===== config.mk =====
export PLATFORM = sky130hd
export DESIGN_NAME = telephone_link_poll_master_unit
export DESIGN_NICKNAME = d
export VERILOG_FILES = /design/src/design/tlpm_pkg.sv /design/src/design/tlpm_regs.sv /design/src/design/telephone_link_poll_master_unit.sv
export SDC_FILE = /design/constraint.sdc
export NUM_CORES = 1
export LEC_CHECK = 0
export BUFFER_PORTS_ARGS = -buffer_cell sky130_fd_sc_hd__buf_2
export CAP_MARGIN = 20
export CORE_MARGIN = 10
export CORE_UTILIZATION = 50
export CTS_CLUSTER_DIAMETER = 40
export DETAILED_ROUTE_END_ITERATION = 10
export GPL_TIMING_DRIVEN = 0
export HOLD_SLACK_MARGIN = 0.02
export PLACE_DENSITY = 0.73
export SLEW_MARGIN = 10
export SYNTH_ARGS = -nofsm -noshare
export SYNTH_HDL_FRONTEND = slang
export SYNTH_SLANG_ARGS = --single-unit

===== constraint.sdc =====
create_clock -name clk -period 5.1 [get_ports clk]
set_input_delay 0.255 -clock clk [delete_from_list [all_inputs] [get_ports clk]]
set_output_delay 0.255 -clock clk [all_outputs]
set_load 0.05 [all_outputs]

===== src/design/tlpm_pkg.sv =====
// Package for the polled terminal link master: payload structs, codes, reset values.
// No dependencies.
`default_nettype none
package tlpm_pkg;

  localparam int PayloadBytesDefault = 256;

  typedef struct packed {
    logic [1:0] req_type;
    logic [7:0] rx_octet;
    logic       line_signal;
    logic       loop_in_sync;
    logic       tx_queue_empty;
    logic       tx_idle;
    logic       in_call;
  } in_item_t;

  typedef struct packed {
    logic [3:0]  action;
    logic [1:0]  link_event;
    logic        payload_valid;
    logic [7:0]  payload_byte;
    logic [8:0]  payload_index;
    logic [1:0]  packet_result;
    logic [1:0]  verbose_state;
    logic [3:0]  link_state;
    logic [15:0] fault_count;
    logic [15:0] timeout_count;
  } out_item_t;

  typedef struct packed {
    logic [7:0]  idle_ticks;
    logic [7:0]  ack_timeout;
    logic [7:0]  octet_timeout;
    logic [7:0]  fast_poll_timeout;
    logic [11:0] transmit_timeout;
    logic [11:0] sync_wait_timeout;
    logic [7:0]  status_func_code;
    logic [7:0]  test_result_func_code;
  } cfg_t;

  // request kinds
  localparam logic [1:0] REQ_OCTET = 2'd0;
  localparam logic [1:0] REQ_TICK  = 2'd1;
  localparam logic [1:0] REQ_LINE  = 2'd2;

  // protocol states
  localparam logic [3:0] ST_OFF  = 4'd0;
  localparam logic [3:0] ST_SYNC = 4'd1;
  localparam logic [3:0] ST_REST = 4'd2;
  localparam logic [3:0] ST_ASK  = 4'd3;
  localparam logic [3:0] ST_LEN2 = 4'd4;
  localparam logic [3:0] ST_BODY = 4'd5;
  localparam logic [3:0] ST_ACKW = 4'd6;
  localparam logic [3:0] ST_SEND = 4'd7;
  localparam logic [3:0] ST_INQ  = 4'd8;

  // actions
  localparam logic [3:0] ACT_NONE    = 4'd0;
  localparam logic [3:0] ACT_POS_ACK = 4'd1;
  localparam logic [3:0] ACT_NEG_ACK = 4'd2;
  localparam logic [3:0] ACT_POLL    = 4'd3;
  localparam logic [3:0] ACT_START   = 4'd4;
  localparam logic [3:0] ACT_RESTART = 4'd5;
  localparam logic [3:0] ACT_ERASE   = 4'd6;
  localparam logic [3:0] ACT_PWR_UP  = 4'd7;
  localparam logic [3:0] ACT_PWR_DN  = 4'd8;
  localparam logic [3:0] ACT_FREEZE  = 4'd9;

  localparam logic [1:0] EV_NONE = 2'd0;
  localparam logic [1:0] EV_SYNC = 2'd1;
  localparam logic [1:0] EV_LOST = 2'd2;

  localparam logic [1:0] PR_NONE = 2'd0;
  localparam logic [1:0] PR_DONE = 2'd1;
  localparam logic [1:0] PR_OVFL = 2'd2;
  localparam logic [1:0] PR_DUP  = 2'd3;

  localparam logic [1:0] VS_DOWN   = 2'd0;
  localparam logic [1:0] VS_HALF   = 2'd1;
  localparam logic [1:0] VS_UP     = 2'd2;
  localparam logic [1:0] VS_FAULTY = 2'd3;

  // link timer constants
  localparam logic [11:0] T_OFF_WAIT  = 12'd500;
  localparam logic [11:0] T_LINE_WAIT = 12'd200;

  // framing constants
  localparam logic [7:0] LEN_LONG0 = 8'h80;
  localparam logic [7:0] LEN_LONG1 = 8'h81;
  localparam logic [7:0] LEN_MAXS  = 8'h7F;
  localparam logic [7:0] ACK_OCTET = 8'hAA;
  localparam logic [7:0] TEST_MARK = 8'h7F;
  localparam logic [8:0] LEN_LIMIT = 9'd305;

  // register indexes
  localparam logic [2:0] REG_POLL  = 3'd0;
  localparam logic [2:0] REG_ACK   = 3'd1;
  localparam logic [2:0] REG_OCTET = 3'd2;
  localparam logic [2:0] REG_FAST  = 3'd3;
  localparam logic [2:0] REG_TX    = 3'd4;
  localparam logic [2:0] REG_SYNCW = 3'd5;
  localparam logic [2:0] REG_STAT  = 3'd6;
  localparam logic [2:0] REG_TEST  = 3'd7;

  localparam cfg_t CFG_RESET = '{
    idle_ticks: 8'd12, ack_timeout: 8'd7, octet_timeout: 8'd3,
    fast_poll_timeout: 8'd2, transmit_timeout: 12'd1000,
    sync_wait_timeout: 12'd2000, status_func_code: 8'd0,
    test_result_func_code: 8'd0};

endpackage
`default_nettype wire


===== src/design/tlpm_regs.sv =====
// Configuration register file with APB-style access for the link master.
// Depends on tlpm_pkg.
`default_nettype none
module tlpm_regs (
  input  wire logic          clk,
  input  wire logic          rst,
  input  wire logic          psel,
  input  wire logic          penable,
  input  wire logic          pwrite,
  input  wire logic [4:0]    paddr,
  input  wire logic [31:0]   pwdata,
  output logic      [31:0]   prdata,
  output logic               pready,
  output tlpm_pkg::cfg_t     cfg
);

  logic [2:0] idx;
  assign idx    = paddr[4:2];
  assign pready = 1'b1;

  // register writes
  always_ff @(posedge clk) begin
    if (rst) begin
      cfg <= tlpm_pkg::CFG_RESET;
    end else if (psel && penable && pwrite) begin
      unique case (idx)
        tlpm_pkg::REG_POLL:  cfg.idle_ticks            <= pwdata[7:0];
        tlpm_pkg::REG_ACK:   cfg.ack_timeout           <= pwdata[7:0];
        tlpm_pkg::REG_OCTET: cfg.octet_timeout         <= pwdata[7:0];
        tlpm_pkg::REG_FAST:  cfg.fast_poll_timeout     <= pwdata[7:0];
        tlpm_pkg::REG_TX:    cfg.transmit_timeout      <= pwdata[11:0];
        tlpm_pkg::REG_SYNCW: cfg.sync_wait_timeout     <= pwdata[11:0];
        tlpm_pkg::REG_STAT:  cfg.status_func_code      <= pwdata[7:0];
        tlpm_pkg::REG_TEST:  cfg.test_result_func_code <= pwdata[7:0];
        default: ;
      endcase
    end
  end

  // read mux
  always_comb begin
    unique case (idx)
      tlpm_pkg::REG_POLL:  prdata = {24'd0, cfg.idle_ticks};
      tlpm_pkg::REG_ACK:   prdata = {24'd0, cfg.ack_timeout};
      tlpm_pkg::REG_OCTET: prdata = {24'd0, cfg.octet_timeout};
      tlpm_pkg::REG_FAST:  prdata = {24'd0, cfg.fast_poll_timeout};
      tlpm_pkg::REG_TX:    prdata = {20'd0, cfg.transmit_timeout};
      tlpm_pkg::REG_SYNCW: prdata = {20'd0, cfg.sync_wait_timeout};
      tlpm_pkg::REG_STAT:  prdata = {24'd0, cfg.status_func_code};
      tlpm_pkg::REG_TEST:  prdata = {24'd0, cfg.test_result_func_code};
      default:             prdata = 32'd0;
    endcase
  end

endmodule
`default_nettype wire


===== src/design/telephone_link_poll_master_unit.sv =====
// Top level of the polled terminal link master: protocol engine and output stage.
// Depends on tlpm_pkg and tlpm_regs.
//
// Usage: one input channel (in_valid/in_stall/in_data) carries events: a
// received octet, a millisecond tick or a line-status update. Each event
// yields exactly one result beat on the output channel (out_valid/out_stall/
// out_data): action, link event, an optional payload byte with its index,
// packet result, and the link status after the event.
// The event is processed in the accept cycle and its result sits in the
// output register from the next edge on. Throughput is one event per cycle
// while the output is not stalled; the whole protocol step is one pass of
// combinational logic from the state registers into the result register.
// When the receiver stalls, the result holds and the input stalls only while
// the output register is full and not drained, so a new event enters on the
// same edge the old result leaves.
// Reset (rst, synchronous) puts the link in the disabled state with the timer
// disarmed, all counters at zero and the registers at their defaults.
// Configuration goes through the APB-style port; write only while idle.
`default_nettype none
module telephone_link_poll_master_unit #(
  parameter int PAYLOAD_BYTES = tlpm_pkg::PayloadBytesDefault
) (
  input  wire logic                clk,
  input  wire logic                rst,
  input  wire logic                in_valid,
  output logic                     in_stall,
  input  wire tlpm_pkg::in_item_t  in_data,
  output logic                     out_valid,
  input  wire logic                out_stall,
  output tlpm_pkg::out_item_t      out_data,
  input  wire logic                psel,
  input  wire logic                penable,
  input  wire logic                pwrite,
  input  wire logic [4:0]          paddr,
  input  wire logic [31:0]         pwdata,
  output logic      [31:0]         prdata,
  output logic                     pready
);

  localparam int SW = $clog2(PAYLOAD_BYTES + 1);

  tlpm_pkg::cfg_t cfg;

  tlpm_regs u_regs (
    .clk, .rst, .psel, .penable, .pwrite, .paddr, .pwdata, .prdata, .pready, .cfg
  );

  // protocol state
  logic [3:0]  pstate, pstate_next;
  logic [11:0] timer, timer_next;
  logic        armed, armed_next;
  logic [8:0]  exp_len, exp_len_next;
  logic [8:0]  rcvd, rcvd_next;
  logic [SW-1:0] stored, stored_next;
  logic [7:0]  rsum, rsum_next;
  logic        ovfl, ovfl_next;
  logic [7:0]  head [4];
  logic [7:0]  head_next [4];
  logic [2:0]  last_seq, last_seq_next;
  logic [7:0]  last_sum, last_sum_next;
  logic        enh, enh_next;
  logic [15:0] faults, faults_next;
  logic [15:0] tmos, tmos_next;
  logic [1:0]  level, level_next;

  tlpm_pkg::out_item_t res;

  logic accept;
  assign in_stall = out_valid && out_stall;
  assign accept   = in_valid && !in_stall;

  // one event step
  always_comb begin
    logic [7:0]  b;
    logic        f_up, f_dn, t_up, t_dn;
    logic        go_en;
    logic [3:0]  go_st;
    logic [11:0] go_t;
    logic [11:0] succ_t;
    logic [8:0]  len2;
    logic [8:0]  rcvd_inc;
    logic [7:0]  csum;
    logic [2:0]  seq;
    logic [11:0] tdec;
    b        = in_data.rx_octet;
    f_up = 1'b0; f_dn = 1'b0; t_up = 1'b0; t_dn = 1'b0;
    go_en = 1'b0; go_st = pstate; go_t = 12'd0;
    succ_t   = {4'd0, enh ? cfg.fast_poll_timeout : cfg.idle_ticks};
    len2     = exp_len + {1'b0, b};
    rcvd_inc = rcvd + 9'd1;
    csum     = rsum - 8'd1;
    seq      = head[0][3:1];
    tdec     = (timer != 12'd0) ? timer - 12'd1 : timer;

    pstate_next = pstate; timer_next = timer; armed_next = armed;
    exp_len_next = exp_len; rcvd_next = rcvd; stored_next = stored;
    rsum_next = rsum; ovfl_next = ovfl; head_next = head;
    last_seq_next = last_seq; last_sum_next = last_sum; enh_next = enh;
    level_next = level;
    res = '0;

    case (in_data.req_type)
      tlpm_pkg::REQ_OCTET: begin
        case (pstate)
          tlpm_pkg::ST_REST, tlpm_pkg::ST_SEND: f_up = 1'b1;
          tlpm_pkg::ST_ASK: begin
            t_dn = 1'b1;
            if (b == 8'd0 || b == 8'd1) begin
              f_dn = 1'b1; enh_next = b[0];
              go_en = 1'b1; go_st = tlpm_pkg::ST_REST; go_t = {4'd0, cfg.idle_ticks};
            end else if (b >= 8'd4 && b <= tlpm_pkg::LEN_MAXS) begin
              exp_len_next = {1'b0, b};
              stored_next = '0; ovfl_next = 1'b0; rcvd_next = 9'd1; rsum_next = b;
              go_en = 1'b1; go_st = tlpm_pkg::ST_BODY; go_t = {4'd0, cfg.octet_timeout};
            end else if (b == tlpm_pkg::LEN_LONG0 || b == tlpm_pkg::LEN_LONG1) begin
              exp_len_next = {b[0], 8'd0};
              stored_next = '0; ovfl_next = 1'b0; rcvd_next = 9'd1; rsum_next = b;
              go_en = 1'b1; go_st = tlpm_pkg::ST_LEN2; go_t = {4'd0, cfg.octet_timeout};
            end else begin
              f_up = 1'b1;
              go_en = 1'b1; go_st = tlpm_pkg::ST_REST; go_t = {4'd0, cfg.idle_ticks};
            end
          end
          tlpm_pkg::ST_LEN2: begin
            t_dn = 1'b1;
            exp_len_next = len2;
            if (len2 >= 9'd5 && len2 < tlpm_pkg::LEN_LIMIT) begin
              rsum_next = rsum + b; rcvd_next = rcvd_inc;
              go_en = 1'b1; go_st = tlpm_pkg::ST_BODY; go_t = {4'd0, cfg.octet_timeout};
            end else begin
              f_up = 1'b1;
              go_en = 1'b1; go_st = tlpm_pkg::ST_REST; go_t = {4'd0, cfg.idle_ticks};
            end
          end
          tlpm_pkg::ST_BODY: begin
            t_dn = 1'b1;
            rcvd_next = rcvd_inc;
            if (rcvd_inc < exp_len) begin
              if (stored < SW'(PAYLOAD_BYTES)) begin
                if (stored < SW'(4)) head_next[stored[1:0]] = b;
                res.payload_valid = 1'b1;
                res.payload_byte  = b;
                res.payload_index = 9'(stored);
                stored_next = stored + SW'(1);
              end else begin
                ovfl_next = 1'b1;
              end
              rsum_next = rsum + b;
              go_en = 1'b1; go_st = tlpm_pkg::ST_BODY; go_t = {4'd0, cfg.octet_timeout};
            end else if (csum != b) begin
              f_up = 1'b1; res.action = tlpm_pkg::ACT_NEG_ACK;
              go_en = 1'b1; go_st = tlpm_pkg::ST_REST; go_t = {4'd0, cfg.idle_ticks};
            end else begin
              res.action = tlpm_pkg::ACT_POS_ACK;
              go_en = 1'b1; go_st = tlpm_pkg::ST_REST;
              if (seq == last_seq && (seq != 3'd0 || csum == last_sum)) begin
                f_up = 1'b1; f_dn = 1'b1;
                res.packet_result = tlpm_pkg::PR_DUP;
                go_t = {4'd0, cfg.idle_ticks};
              end else begin
                f_dn = 1'b1;
                last_seq_next = seq; last_sum_next = csum;
                go_t = succ_t;
                if (ovfl) begin
                  res.packet_result = tlpm_pkg::PR_OVFL;
                end else begin
                  res.packet_result = tlpm_pkg::PR_DONE;
                  if (head[1] == cfg.status_func_code) begin
                    if (!in_data.in_call) level_next = tlpm_pkg::VS_UP;
                  end else if (head[1] == cfg.test_result_func_code &&
                               head[2] == tlpm_pkg::TEST_MARK) begin
                    if (head[3] != 8'd0) level_next = tlpm_pkg::VS_FAULTY;
                  end
                end
              end
            end
          end
          tlpm_pkg::ST_ACKW: begin
            t_dn = 1'b1;
            go_en = 1'b1; go_st = tlpm_pkg::ST_REST;
            if (b == tlpm_pkg::ACK_OCTET) begin
              f_dn = 1'b1; res.action = tlpm_pkg::ACT_ERASE; go_t = succ_t;
            end else begin
              f_up = 1'b1; res.action = tlpm_pkg::ACT_RESTART;
              go_t = {4'd0, cfg.idle_ticks};
            end
          end
          tlpm_pkg::ST_INQ: res.action = tlpm_pkg::ACT_FREEZE;
          default: ;
        endcase
      end
      tlpm_pkg::REQ_TICK: begin
        if (pstate == tlpm_pkg::ST_SEND && in_data.tx_idle) begin
          go_en = 1'b1; go_st = tlpm_pkg::ST_ACKW; go_t = {4'd0, cfg.ack_timeout};
        end else if (armed) begin
          timer_next = tdec;
          if (tdec == 12'd0) begin
            armed_next = 1'b0;
            case (pstate)
              tlpm_pkg::ST_OFF: begin
                res.action = tlpm_pkg::ACT_PWR_UP; level_next = tlpm_pkg::VS_DOWN;
                go_en = 1'b1; go_st = tlpm_pkg::ST_SYNC; go_t = cfg.sync_wait_timeout;
              end
              tlpm_pkg::ST_SYNC: begin
                res.action = tlpm_pkg::ACT_PWR_DN; level_next = tlpm_pkg::VS_DOWN;
                go_en = 1'b1; go_st = tlpm_pkg::ST_OFF; go_t = tlpm_pkg::T_OFF_WAIT;
              end
              tlpm_pkg::ST_REST: begin
                go_en = 1'b1;
                if (in_data.tx_queue_empty) begin
                  res.action = tlpm_pkg::ACT_POLL;
                  go_st = tlpm_pkg::ST_ASK; go_t = {4'd0, cfg.ack_timeout};
                end else begin
                  res.action = tlpm_pkg::ACT_START;
                  go_st = tlpm_pkg::ST_SEND; go_t = cfg.transmit_timeout;
                end
              end
              tlpm_pkg::ST_ASK, tlpm_pkg::ST_LEN2, tlpm_pkg::ST_BODY: begin
                t_up = 1'b1;
                go_en = 1'b1; go_st = tlpm_pkg::ST_REST; go_t = {4'd0, cfg.idle_ticks};
              end
              tlpm_pkg::ST_ACKW: begin
                t_up = 1'b1; res.action = tlpm_pkg::ACT_RESTART;
                go_en = 1'b1; go_st = tlpm_pkg::ST_REST; go_t = {4'd0, cfg.idle_ticks};
              end
              default: res.action = tlpm_pkg::ACT_FREEZE;
            endcase
          end
        end
      end
      tlpm_pkg::REQ_LINE: begin
        if (pstate == tlpm_pkg::ST_OFF) begin
          if (in_data.line_signal) begin
            res.action = tlpm_pkg::ACT_PWR_UP; level_next = tlpm_pkg::VS_DOWN;
            go_en = 1'b1; go_st = tlpm_pkg::ST_SYNC; go_t = tlpm_pkg::T_LINE_WAIT;
          end
        end else if (pstate == tlpm_pkg::ST_SYNC) begin
          if (!in_data.line_signal) begin
            res.action = tlpm_pkg::ACT_PWR_DN; level_next = tlpm_pkg::VS_DOWN;
            go_en = 1'b1; go_st = tlpm_pkg::ST_OFF; go_t = tlpm_pkg::T_OFF_WAIT;
          end else if (in_data.loop_in_sync) begin
            res.link_event = tlpm_pkg::EV_SYNC; level_next = tlpm_pkg::VS_HALF;
            go_en = 1'b1; go_st = tlpm_pkg::ST_REST; go_t = tlpm_pkg::T_LINE_WAIT;
          end
        end else if (!in_data.loop_in_sync) begin
          res.link_event = tlpm_pkg::EV_LOST; level_next = tlpm_pkg::VS_DOWN;
          go_en = 1'b1;
          if (in_data.line_signal) begin
            go_st = tlpm_pkg::ST_SYNC; go_t = tlpm_pkg::T_LINE_WAIT;
          end else begin
            res.action = tlpm_pkg::ACT_PWR_DN;
            go_st = tlpm_pkg::ST_OFF; go_t = tlpm_pkg::T_OFF_WAIT;
          end
        end
      end
      default: ;
    endcase

    if (go_en) begin
      pstate_next = go_st; timer_next = go_t; armed_next = 1'b1;
    end

    // saturating counters; duplicate path steps down then up
    faults_next = faults;
    if (f_dn && faults != 16'd0) faults_next = faults_next - 16'd1;
    if (f_up && faults_next != 16'hFFFF) faults_next = faults_next + 16'd1;
    tmos_next = tmos;
    if (t_dn && tmos != 16'd0) tmos_next = tmos - 16'd1;
    if (t_up && tmos != 16'hFFFF) tmos_next = tmos + 16'd1;

    res.verbose_state = level_next;
    res.link_state    = pstate_next;
    res.fault_count   = faults_next;
    res.timeout_count = tmos_next;
  end

  // state registers
  always_ff @(posedge clk) begin
    if (rst) begin
      pstate <= tlpm_pkg::ST_OFF; timer <= '0; armed <= 1'b0;
      exp_len <= '0; rcvd <= '0; stored <= '0; rsum <= '0; ovfl <= 1'b0;
      head <= '{default: 8'd0};
      last_seq <= '0; last_sum <= '0; enh <= 1'b0;
      faults <= '0; tmos <= '0; level <= tlpm_pkg::VS_DOWN;
    end else if (accept) begin
      pstate <= pstate_next; timer <= timer_next; armed <= armed_next;
      exp_len <= exp_len_next; rcvd <= rcvd_next; stored <= stored_next;
      rsum <= rsum_next; ovfl <= ovfl_next; head <= head_next;
      last_seq <= last_seq_next; last_sum <= last_sum_next; enh <= enh_next;
      faults <= faults_next; tmos <= tmos_next; level <= level_next;
    end
  end

  // output register
  always_ff @(posedge clk) begin
    if (rst) begin
      out_valid <= 1'b0;
    end else if (accept) begin
      out_valid <= 1'b1;
    end else if (!out_stall) begin
      out_valid <= 1'b0;
    end
  end

  always_ff @(posedge clk) begin
    if (accept) begin
      out_data <= res;
    end
  end

endmodule
`default_nettype wire


Word level (Yosys, flattened, before mapping):

Cells that the tools add are included.
Widths: inputs -> output; s select.

* flip-flop bits (word level): 268
* bits in latches: 0
* bits in writable memories: 0
* memory bits (read-only): 0
* logic and storage cells: 323
* memories: 0

* add/subtract/negate cells: 10
* $mul: 0
* divide/modulo/power cells: 0
* magnitude comparators: 9
* equality and inequality tests: 37
* shift-type cells: 0
* multiplexer cells: 163
* bitwise logic cells: 7
* reduce and logical (&&, ||, !) cells: 60

Operators with widths (number)
* $pmux 32 s8: 1
* $mux 12: 12
* $mux 8: 17
* $mux 9: 14
* $pmux 12 s4: 2
* $mux 16: 4
* $mux 4: 15
* $mux 2: 24
* $mux 1: 45
* $pmux 12 s3: 1
* $pmux 4 s3: 3
* $pmux 9 s2: 2
* $add 16x1->16 const B: 2
* $bwmux 32: 1
* $ne 16x16->1 const B: 2
* $pmux 4 s4: 2
* $reduce_bool 16->1: 2
* $sub 16x1->16 const B: 2
* $pmux 9 s3: 1
* $eq 8x8->1: 3
* $eq 8x8->1 const B: 3
* $mux 3: 8
* $pmux 8 s3: 1
* $reduce_and 7->1: 3
* 60 further kinds: 116

Logic depth before layout (Yosys ltp):

* word-level depth: 11
* depth in mapped cells: 20
* gate-level depth less buffers: 18

Hierarchy:

A second synthesis with hierarchy kept.

* cell total of the unflattened synthesis: 1997
* area, all modules: 16600.9 um2

Modules (own cells, without submodules)
* telephone_link_poll_master_unit: instances 1, cells an instance 1585, area an instance 12954.9 um2, seq. area each 4464.3 um2
* tlpm_regs: instances 1, cells an instance 412, area an instance 3646.0 um2, seq. area each 1441.4 um2

Least setup slack after synthesis:

No wires, ideal clock.

* kind: reg2reg
* start point: register rcvd[0]
* end point: register faults[12]
* data arrival time: 4484 ps
* data required time: 5038 ps
* slack: 554 ps
* stages on the path, launching flop included: 21
* path buffers: 2
* clock period less this slack: 4546 ps
* cells stage by stage: dfxtp_1 -> ha_1 -> and3_1 -> and3_1 -> nand3_1 -> xnor2_1 -> ha_1 -> a21oi_1 -> o21ai_0 -> a41o_1 -> o21ba_2 -> buf_2 -> a41o_1 -> buf_4 -> nand3_1 -> xor2_1 -> or4b_4 -> nor3_4 -> mux2_1 -> o2bb2a_1 -> nand3_1

* cells in the longest elaborated chain, start to end: 10
* elaborated cells on any way between the ends: 14
* classes of those cells: 2 x add/sub; 1 x order compare; 1 x eq/ne; 8 x mux; 2 x reduce/logical

RTL lines
* from (decl): RTL line telephone_link_poll_master_unit.sv:53 `logic [8:0] rcvd, rcvd_next;`
* from (signal assigned): RTL line telephone_link_poll_master_unit.sv:287 `exp_len <= exp_len_next; rcvd <= rcvd_next; stored <= stored_next;`
* $add 9x1->9 (*): RTL line telephone_link_poll_master_unit.sv:90 `rcvd_inc = rcvd + 9'd1;`
* $lt 9x9->1 (*): RTL line telephone_link_poll_master_unit.sv:138 `if (rcvd_inc < exp_len) begin`
* parallel branches: the longest is 7 deep, another holds $add 16x1->16
* $mux 16 (*): RTL line telephone_link_poll_master_unit.sv:266 `if (f_up && faults_next != 16'hFFFF) faults_next = faults_next + 16'd1;`
* to (signal assigned): RTL line telephone_link_poll_master_unit.sv:290 `faults <= faults_next; tmos <= tmos_next; level <= level_next;`
* to (decl): RTL line telephone_link_poll_master_unit.sv:62 `logic [15:0] faults, faults_next;`

Mark *: on every way between the ends.
A chain may end at the register's enable or synchronous reset.

Final worst setup path:

* start point: register rcvd[1]
* end point: register faults[0]

Same word-level chain as after synthesis.

==> results.cfg <==
[global_route]
largest_net_degree_at_the_start_of_global_routing = 65
number_of_antenna_violations_at_the_first_check_in_global_routing = 1
grt_pass1_wl_mm = 81.3
grt_met3_use_pct = 4.63
first_global_vias = 14600
met2_usage_pct = 41.3
grt_overflow_total = 0
busiest_layer = met2
grtUsageTotal_pct = 25.9
globalRouteMet1Util_pct = 33.9

[clock_network]
cts_buffers = 43
clkTransAtPathRegs_ns = 0.06
h-tree-depth = 2
cts_root_buf = sky130_fd_sc_hd__clkbuf_16
clock_sink_count = 263
worst_skew_pair.late_latency_ns = 0.55
max-clock-path-buffers = 3
cts_tree = yes

[timing]
final.min_clock_period_ns = 4.92
timing_max_transition_violations_final = 0
timing.final.hold_violations = 0
fin_skew_ns = 0.0197
worst_rel_slew_slack_pct = 22.9
max_freq_mhz = 203
whs_ns = 0.0540
postLayoutSetupSlackWorst_ns = 0.175
min_period_over_period_pct = 96.6
tightestPinTransition_ns = 1.16
rsz0062_at_grt = false
setup_violations = 0

[placement]
placement.setup.worst_slack_ns = -0.295
place.detailed.instances = 2442
numPortBuffers = 103
placement_stage_cell_area_sq_mm = 0.0171
post-dp-hpwl_mm = 38.4
gpl_congestion = 0.990

[floorplan]
pin_count = 158
die_h_microns = 198
core_ar_sq_mm = 0.0315
floorplan.die.width_microns = 198
initial_utilization_pct = 50.5
rows = 65
dieArea_sq_mm = 0.0393

[cells_and_area]
design.final.nets = 2190
final_cell_area_sq_mm = 0.0188
stdcell_count = 2528
area_growth_syn_to_layout_pct = 18.5
drive_above_1_share_pct = 13.3

[logic_synthesis]
total_standard_cell_area_after_synthesis_sq_mm = 0.0159
netlist_instances = 1912
yosys_warning_total = 0
yosys-top-cells-area = sky130_fd_sc_hd__dfxtp_1 (25%), sky130_fd_sc_hd__edfxtp_1 (12%), sky130_fd_sc_hd__nor2_1 (5.5%), sky130_fd_sc_hd__nand2_1 (4.8%), sky130_fd_sc_hd__mux2i_1 (4.7%)
syn-mean-instance-area_sq_um = 8.31
synth-edff-count = 64
synth_top_flop_cell = sky130_fd_sc_hd__dfxtp_1
cell_with_the_most_instances_after_synthesis = sky130_fd_sc_hd__nor2_1
ys_seq_elements = 263
async_reset_ff_share_pct = 0
ys_top_cells_by_count = sky130_fd_sc_hd__nor2_1 (231), sky130_fd_sc_hd__nand2_1 (205), sky130_fd_sc_hd__dfxtp_1 (199)
yosysTopAreaCell = sky130_fd_sc_hd__dfxtp_1
post-synth-top-area-fraction_pct = 25.1
ys_types = 95
share_of_synthesized_area_occupied_by_flip_flops_and_latches_pct = 37.2

[critical_path]
endpoint_kind = register
worstPathArrival_ns = 5.38
rr_startpoint = rcvd[1]
start_kind = register
worstPathRequired_ns = 5.55
crit_start = rcvd[1]
critical_path.max_fanout = 10
setup.worst_path.class = reg2reg

[detailed_routing]
wirelength_mm = 52.0
drc = 0
via_count = 15400
drt-initial-drc-count = 1622
route.detailed.vias_per_inst = 6.09
postRouteAntennaNets = 0
dr.pass1.iters = 6
wl_per_cell_microns = 20.6

[outcome]
status = completed

[hold_path]
worstHoldStart = out_stall
min_delay_worst_type = in2reg

[pwr]
p_per_area_mw_per_mm2 = 319
total_power_after_layout_w = 0.00601
standby_leakage_power_nw = 7.07
vdd_drop_max_mv = 0.276

[job]
max_cap_violations = 0
## critical path, cell delays in order (launching register included)
cell and delay, ns:
sky130_fd_sc_hd__dfxtp_1 0.38, sky130_fd_sc_hd__ha_4 0.17, sky130_fd_sc_hd__and3_4 0.21, sky130_fd_sc_hd__and3_4 0.21, sky130_fd_sc_hd__nand3_1 0.13, sky130_fd_sc_hd__xnor2_2 0.17
sky130_fd_sc_hd__ha_1 0.29, sky130_fd_sc_hd__a21oi_1 0.14, sky130_fd_sc_hd__o21ai_0 0.11, sky130_fd_sc_hd__a41o_1 0.28, sky130_fd_sc_hd__o21ba_2 0.22, sky130_fd_sc_hd__clkbuf_4 0.19
sky130_fd_sc_hd__a41o_1 0.25, sky130_fd_sc_hd__buf_4 0.17, sky130_fd_sc_hd__nand3_2 0.10, sky130_fd_sc_hd__xor2_2 0.12, sky130_fd_sc_hd__or4b_4 0.61, sky130_fd_sc_hd__o31ai_4 0.38
sky130_fd_sc_hd__xnor2_2 0.19, sky130_fd_sc_hd__or3_1 0.34, sky130_fd_sc_hd__a21oi_1 0.16
## per-layer routing
layer / up-vias / wire [microns]
met2: 755 / 23600
met3: 147 / 4490
met4: 0 / 1900
met1: 7313 / 22000
met5: - / 0
li1: 7193 / -
## area by class of cell
type	instances	area, sq um
clock inverters	25	323
repair buffers	119	658
plain buffers	141	623
diodes	1	2.50
flip-flops and latches	263	5910
well taps	402	503
inverters	50	188
fillers	2812	12600
multi-input cells	1476	9400
clock buffers	51	1220
## per-stage QoR
step	util, %	TNS [ns]
finish	59.8	0
floorplan	-	0
global route	59.8	0
CTS	59.5	0
global placement	54.0	-6.88
detailed placement	54.2	-3.73
## cell usage in the layout, fill, tap and decap left out, drive strengths merged, types with 14 or more instances in the layout
master	n
a211o	26
a211oi	34
a21oi	140
a22oi	19
and2	33
and3	20
buf	147
clkbuf	159
conb	22
dfxtp	199
edfxtp	64
ha	35
inv	62
mux2	14
mux2i	74
nand2	205
nand2b	24
nand3	40
nand4	23
nor2	232
nor2b	34
nor3	70
nor4	28
o21ai	70
or3	18
xnor2	67
xor2	53
## registers in the layout, summed over array words and instances (netlist names), 4 cells and up
register	count
exp_len	9
faults	16
head	27
last_sum	8
out_data	64
pstate	4
rcvd	9
rsum	8
stored	9
timer	12
tmos	16
u_regs.cfg	72
## cell families (layout without fill, tap and decap cells)
logic type	count (synthesis)	after routing	synth area share [%]
AND/OR/NAND/NOR	781	781	23.9
AO/OA/AOI/OAI	424	424	17.9
flip-flops	263	263	37.2
buffers and inverters	193	386	5.10
XOR/XNOR	120	120	6.61
multiplexers	92	92	6.22
adder cells (fa/ha/maj)	37	37	3.01
other	2	23	0.0473
## report_power, final
part	total (W)	switching, W	internal [W]
Clock	0.00310	0.00111	0.00199
Sequential	0.00220	0.0000248	0.00218
Combinational	0.000712	0.000517	0.000195
## worst paths after layout
| check | end | slack, ns | cells after the start |
|---|---|---|---|
| hold reg to reg | head[13] | 0.45 | 2 |
| setup / recovery | faults[0] | 0.18 | 20 |
| setup reg to reg | faults[0] | 0.18 | 20 |
| hold / removal | out_valid | 0.05 | 5 |
## what timing repair did
item	4_1_cts	5_1_grt
setup endpoints to repair	23	36
resized for setup	11	14
hold buffers	5	0
pin swaps	4	6
setup buffers	3	2
endpoints found under the hold margin	9	0
Note: power is estimated with default switching activity, not from simulation.
